--- config.mk ---
export PLATFORM = sky130hd
export DESIGN_NAME = baseline_moving_average_3axis
export DESIGN_NICKNAME = d
export VERILOG_FILES = /design/src/rtl/core/bma3_pkg.sv /design/src/rtl/core/baseline_moving_average_3axis.sv
export SDC_FILE = /design/constraint.sdc
export NUM_CORES = 1
export LEC_CHECK = 0
export BUFFER_PORTS_ARGS = -buffer_cell sky130_fd_sc_hd__buf_2
export CAP_MARGIN = 20
export CORE_ASPECT_RATIO = 1.75
export CORE_UTILIZATION = 56
export DETAILED_ROUTE_END_ITERATION = 10
export PLACE_DENSITY = 0.86
export SLEW_MARGIN = 10
export SYNTH_ARGS = -nofsm -noshare
export SYNTH_HDL_FRONTEND = slang
export SYNTH_SLANG_ARGS = --single-unit
--- constraint.sdc ---
create_clock -name clk_i -period 9.03 [get_ports clk_i]
set_input_delay 0.4515 -clock clk_i [delete_from_list [all_inputs] [get_ports clk_i]]
set_output_delay 0.4515 -clock clk_i [all_outputs]
set_load 0.02 [all_outputs]
--- src/rtl/core/bma3_pkg.sv ---
// Shared widths and result field layout for the baseline moving average block.
package bma3_pkg;

  localparam int ANGLE_W = 16;
  localparam int DEV_W   = 17;
  localparam int SUM_W   = 21;

  // Result word: six deviations, then three window sums, lowest bit first.
  localparam int OUT_BITS    = 6 * DEV_W + 3 * SUM_W;
  localparam int OUT_TDATA_W = ((OUT_BITS + 7) / 8) * 8;
  localparam int DEV_X_LSB   = 3 * DEV_W;
  localparam int SUM_X_LSB   = 6 * DEV_W;

endpackage

--- src/rtl/core/baseline_moving_average_3axis.sv ---
// Baseline deviation of six sensor values and moving window sums of the acceleration deviations.
//
//  channel  | dir | fields (tdata, lowest bit first)
//  s_axis   | in  | yaw_in, pitch_in, roll_in, accel_x, accel_y, accel_z
//  m_axis   | out | yaw_dev, pitch_dev, roll_dev, dev_x, dev_y, dev_z, sum_x, sum_y, sum_z
//
// One sample per cycle unless m_axis stalls; each passes the s1 stage, then the output register.
// The ring memory has one port for reads and one for writes. Each sample reads the
// oldest entry when it is taken, and writes its deviation back when it moves to the output.
// After reset the baseline is open and the rings read as zero until filled once.
// A stall on m_axis holds the result register, and s_axis then takes at most one more sample.
module baseline_moving_average_3axis
  import bma3_pkg::*;
#(
  parameter int WINDOW      = 10,
  parameter int SAMPLE_BITS = 16,
  localparam int IN_TDATA_W = ((3 * ANGLE_W + 3 * SAMPLE_BITS + 7) / 8) * 8
) (
  input  logic                   clk_i,
  input  logic                   rst_ni,
  input  logic                   s_axis_tvalid,
  output logic                   s_axis_tready,
  // yaw_in, pitch_in, roll_in, accel_x, accel_y, accel_z
  input  logic [IN_TDATA_W-1:0]  s_axis_tdata,
  output logic                   m_axis_tvalid,
  input  logic                   m_axis_tready,
  // yaw_dev, pitch_dev, roll_dev, dev_x, dev_y, dev_z, sum_x, sum_y, sum_z
  output logic [OUT_TDATA_W-1:0] m_axis_tdata
);

  localparam int RING_W = SAMPLE_BITS + 1;
  localparam int ACC_W  = (RING_W > SUM_W) ? RING_W : SUM_W;
  localparam int SLOT_W = $clog2(WINDOW);
  localparam logic [SLOT_W-1:0] LAST_SLOT = SLOT_W'(WINDOW - 1);

  logic s_acc, s1_move;

  logic signed [ANGLE_W-1:0]     ang [3];
  logic signed [SAMPLE_BITS-1:0] acc [3];
  logic signed [DEV_W-1:0]       ang_dev [3];
  logic signed [RING_W-1:0]      acc_dev [3];

  logic signed [ANGLE_W-1:0]     base_ang_q [3];
  logic signed [SAMPLE_BITS-1:0] base_acc_q [3];
  logic                          taken_q;

  logic [SLOT_W-1:0] slot_q;
  logic              filled_q;

  logic [3*RING_W-1:0] ring_mem [WINDOW];
  logic [3*RING_W-1:0] rd_q;
  logic [3*RING_W-1:0] wr_word;

  logic                     s1_valid_q;
  logic signed [DEV_W-1:0]  s1_ang_dev_q [3];
  logic signed [RING_W-1:0] s1_acc_dev_q [3];
  logic [SLOT_W-1:0]        s1_slot_q;
  logic                     s1_old_valid_q;

  logic signed [SUM_W-1:0]  sum_q [3];
  logic signed [SUM_W-1:0]  sum_d [3];
  logic signed [RING_W-1:0] old_dev [3];
  logic signed [ACC_W-1:0]  old_ext [3];

  logic                   out_valid_q;
  logic [OUT_TDATA_W-1:0] out_data_q;
  logic [OUT_TDATA_W-1:0] out_data_d;

  assign s1_move       = s1_valid_q && (!out_valid_q || m_axis_tready);
  assign s_axis_tready = !s1_valid_q || s1_move;
  assign s_acc         = s_axis_tvalid && s_axis_tready;
  assign m_axis_tvalid = out_valid_q;
  assign m_axis_tdata  = out_data_q;

  // The first sample is its own baseline, so its deviations come out zero.
  always_comb begin
    for (int k = 0; k < 3; k++) begin
      ang[k] = s_axis_tdata[k*ANGLE_W +: ANGLE_W];
      acc[k] = s_axis_tdata[3*ANGLE_W + k*SAMPLE_BITS +: SAMPLE_BITS];
      ang_dev[k] = (taken_q ? DEV_W'(base_ang_q[k]) : DEV_W'(ang[k])) - DEV_W'(ang[k]);
      acc_dev[k] = (taken_q ? RING_W'(base_acc_q[k]) : RING_W'(acc[k])) - RING_W'(acc[k]);
    end
  end

  // An entry that has not been written since reset counts as zero.
  always_comb begin
    out_data_d = '0;
    wr_word    = '0;
    for (int k = 0; k < 3; k++) begin
      old_dev[k] = rd_q[k*RING_W +: RING_W];
      old_ext[k] = s1_old_valid_q ? ACC_W'(old_dev[k]) : '0;
      sum_d[k]   = SUM_W'(ACC_W'(sum_q[k]) + ACC_W'(s1_acc_dev_q[k]) - old_ext[k]);
      wr_word[k*RING_W +: RING_W] = s1_acc_dev_q[k];
      out_data_d[k*DEV_W +: DEV_W]               = s1_ang_dev_q[k];
      out_data_d[DEV_X_LSB + k*DEV_W +: DEV_W]   = DEV_W'(s1_acc_dev_q[k]);
      out_data_d[SUM_X_LSB + k*SUM_W +: SUM_W]   = sum_d[k];
    end
  end

  always_ff @(posedge clk_i) begin
    if (s_acc) begin
      rd_q <= ring_mem[slot_q];
    end
    if (s1_move) begin
      ring_mem[s1_slot_q] <= wr_word;
    end
  end

  always_ff @(posedge clk_i) begin
    if (s_acc) begin
      if (!taken_q) begin
        base_ang_q <= ang;
        base_acc_q <= acc;
      end
      s1_ang_dev_q   <= ang_dev;
      s1_acc_dev_q   <= acc_dev;
      s1_slot_q      <= slot_q;
      s1_old_valid_q <= filled_q;
    end
    if (s1_move) begin
      out_data_q <= out_data_d;
    end
  end

  always_ff @(posedge clk_i or negedge rst_ni) begin
    if (!rst_ni) begin
      taken_q     <= 1'b0;
      slot_q      <= '0;
      filled_q    <= 1'b0;
      s1_valid_q  <= 1'b0;
      out_valid_q <= 1'b0;
      for (int k = 0; k < 3; k++) begin
        sum_q[k] <= '0;
      end
    end else begin
      if (s_acc) begin
        taken_q <= 1'b1;
        if (slot_q == LAST_SLOT) begin
          slot_q   <= '0;
          filled_q <= 1'b1;
        end else begin
          slot_q <= slot_q + 1'b1;
        end
      end
      if (s_acc) begin
        s1_valid_q <= 1'b1;
      end else if (s1_move) begin
        s1_valid_q <= 1'b0;
      end
      if (s1_move) begin
        out_valid_q <= 1'b1;
        sum_q       <= sum_d;
      end else if (m_axis_tready) begin
        out_valid_q <= 1'b0;
      end
    end
  end

endmodule

==> flow_metrics.env <==
export IMPL_rsz0062_at_grt="no"
export IMPL_outcome="completed"
export IMPL_tns_ps=0
export IMPL_routed_wl_um=102000
export IMPL_drive_above_1_share_pct=15.9
export IMPL_h_tree_depth=3
export IMPL_crit_top_cell="o21ai_0"
export IMPL_ys_flop_type="edfxtp_1"
export IMPL_rows=138
export IMPL_grt_start_max_net_pins=160
export IMPL_die_area_sq_um=83300
export IMPL_yosysTopAreaCellShare_pct=60.7
export IMPL_endpoint_kind="flop"
export IMPL_synth_top_area_cell="edfxtp_1"
export IMPL_fmax_mhz=240
export IMPL_cpLargestDelayFamily="compound AO/OA/AOI/OAI gates"
export IMPL_cts_resized=0
export IMPL_layout_cells_non_filler=4757
export IMPL_syn_inst=3253
export IMPL_ant_nets=0
export IMPL_synth_top_cells_by_area="edfxtp_1 61%, mux4_2 5.0%, ha_1 4.3%"
export IMPL_total_leakage_power_nw=20.4
export IMPL_ys_seq_area_share_pct=64.6
export IMPL_grt_pass1_wl_um=158000
export IMPL_timing_critical_path_buf_inv=1
export IMPL_start_util_pct=56.6
export IMPL_slew_headroom_pct=26.7
export IMPL_synth_cell_area_sq_um=46000
export IMPL_crit_path_cell_trace="buf_4 -> mux2i_1 -> ha_1 -> fa_1 -> nor2b_1 -> o21ai_0 -> a21boi_1 -> o21ai_0 -> o21ai_1 -> a41oi_1 -> a22o_1"
export IMPL_arrival_ps=4600
export IMPL_ys_warn_count=0
export IMPL_placement_io_buffers=266
export IMPL_fin_skew_ps=36.1
export IMPL_firstDrtPassIters=8
export IMPL_io_pins=270
export IMPL_clock_path_buffers=3
export IMPL_crit_slowest_cell="dfrtp_4"
export IMPL_tightestPinTransition_ps=1100
export IMPL_report_final_hold_viol_count=0
export IMPL_p_per_area_nw_per_um2=324
export IMPL_hold_buffers=98
export IMPL_fp_dieW_um=219
export IMPL_grt_antenna_before_repair=0
export IMPL_final_net_count=3958
export IMPL_dpl_hpwl_um=61800
export IMPL_area_growth_pct=14.4
export IMPL_grt_pass1_vias=29000
export IMPL_vias=28100
export IMPL_grt_ovfl_total=0
export IMPL_cts_tree="built"
export IMPL_start_kind="flop"
export IMPL_avgViaCountPerCell=5.90
export IMPL_clk_pin_slew_ps=70
export IMPL_ys_ff_latch=1000
export IMPL_postSynthAreaPerCell_sq_um=14.1
export IMPL_async_reset_ff_share_pct=7.10
export IMPL_cp_required_ps=9460
export IMPL_drt_iter0_drc=2337
export IMPL_synth_edff_count=929
export IMPL_clk_latency_ps=670
export IMPL_clock_root_buffer="clkbuf_16"
export IMPL_cpPeakStageDelay_ps=970
export IMPL_numCtsBuffers=86
export IMPL_dp_cells=4497
export IMPL_finalCriticalPeriod_ps=4170
export IMPL_crit_type="reg -> reg"
export IMPL_synth_most_common_cell="edfxtp_1"
export IMPL_track_usage_pct=24.6
export IMPL_nFillCells=5456
export IMPL_ys_top_cells_by_count="929 x edfxtp_1, 396 x inv_1, 192 x nand2_1"
export IMPL_ir_drop_uv=241
export IMPL_wl_per_cell_um=21.4
export IMPL_drc=0
export IMPL_chipHeight_um=381
export IMPL_worstPathMaxFanout=87
export IMPL_cts_setup_buffers=0
export IMPL_drv_cap=0
export IMPL_clkSinkCount=1000
export IMPL_synth_cell_types=80
export IMPL_finalSetupViolations=0
export IMPL_finalCritPeriodShare_pct=46.2
export IMPL_hp_class="in -> reg"
export IMPL_core_sq_um=81200
export IMPL_gp_congestion=0.882
export IMPL_slew_viol_final=0
## power by group
| part | total (mW) | leakage, nW | internal (mW) | switching [mW] |
|---|---|---|---|---|
| Sequential | 6.42 | 9.40 | 6.02 | 0.401 |
| Combinational | 6.61 | 9.47 | 2.76 | 3.84 |
| Clock | 4.02 | 1.49 | 2.31 | 1.71 |
| Total | 17.0 | 20.4 | 11.1 | 5.95 |
## path summary, 6_finish.rpt
| kind | start | end | slack (ps) | depth (start not counted) |
|---|---|---|---|---|
| max | taken_q | out_data_d[67] | 4860 | 11 |
| min | m_axis_tready | m_axis_tvalid | 110 | 3 |
| max reg2reg | taken_q | out_data_d[67] | 4860 | 11 |
| min reg2reg | out_data_d[30] | m_axis_tdata[30] | 420 | 0 |
| max in group asynchronous | rst_ni | slot_q[1] | 7620 | 3 |
| min in group asynchronous | rst_ni | sum_q[37] | 240 | 2 |
## cell families (layout without fill, tap and decap cells)
family          after synthesis  after routing  share of synthesized area, %
xor+xnor                    102            102                          1.94
simple gates                627            627                          6.69
other cells                   1              4                       0.00816
buf+inv                     496            947                          4.11
flops                      1000           1000                          64.6
mux                         188            188                          6.94
fa+ha+maj                   225            225                          7.20
compound gates              614            614                          8.55
## metal layers
layer | track usage, % | vias up | wire length, um
met5 | 0 | - | 0
met4 | 9.10 | 0 | 3380
met3 | 4.27 | 241 | 7360
met2 | 43.1 | 1303 | 52200
met1 | 30.2 | 13800 | 38700
li1 | - | 12700 | -
## tightest hold or removal path, delay by kind of cell
kind	cells	cell delay [ps]
simple gates	2	180
buf+inv	1	100
## placed cells by master, fill, tap and decap left out, types with 14 or more instances in the layout
cell type	netlist	layout
edfxtp_1	929	929
inv_1	396	394
buf_2	13	265
nand2_1	192	192
o21ai_0	174	174
ha_1	159	159
a21oi_1	146	146
nor2_1	122	114
mux4_2	102	102
dlygate4sd3_1	0	98
clkbuf_16	0	91
xnor2_1	83	83
nor2b_1	76	76
fa_1	66	66
dfrtp_1	71	66
mux2i_1	63	63
a211oi_1	63	63
and2_1	60	60
a21o_1	43	43
nor3_1	44	41
nand3_1	36	36
o21a_1	32	32
buf_4	3	25
nand2b_1	23	23
mux2_2	22	22
or3_1	20	20
xor2_1	19	19
a31oi_1	17	17
nand4_1	15	15
bufinv_16	0	14
clkbuf_1	76	14
## through the flow
stage               power, mW  utilization (%)  instance area, sq um  setup WS (ps)  hold slack (ps)
floorplan                11.4                -                 46000           2660              156
global placement         12.7             59.8                 48500           5010              385
detailed placement       12.9             59.8                 48500           4860              394
CTS                      17.1             64.8                 52600           4910             53.2
global route             18.0             64.8                 52600           4560              116
finish                   17.0             64.8                 52600           4860              106
## flip-flops by register name (all words and copies together), names as in the netlist, 4 cells and up
signal and count:
base_acc_q 48, base_ang_q 48, m_axis_tdata 165, out_data_d 102, rd_q 51, ring_mem 510, s1_slot_q 4, slot_q 4
sum_q 63
## cell type report
| cell class | instances | area, sq um | area share, % |
|---|---|---|---|
| clock inverter | 50 | 658 | 1.25 |
| multi-input combinational | 1759 | 14500 | 27.5 |
| inverter | 396 | 1500 | 2.85 |
| timing repair buffer | 390 | 2530 | 4.82 |
| tap | 1050 | 1310 | 2.50 |
| sequential | 1000 | 29700 | 56.4 |
| clock buffer | 111 | 2410 | 4.59 |
| antenna | 1 | 2.50 | 0.00476 |
(Power assumes the default switching activity.)
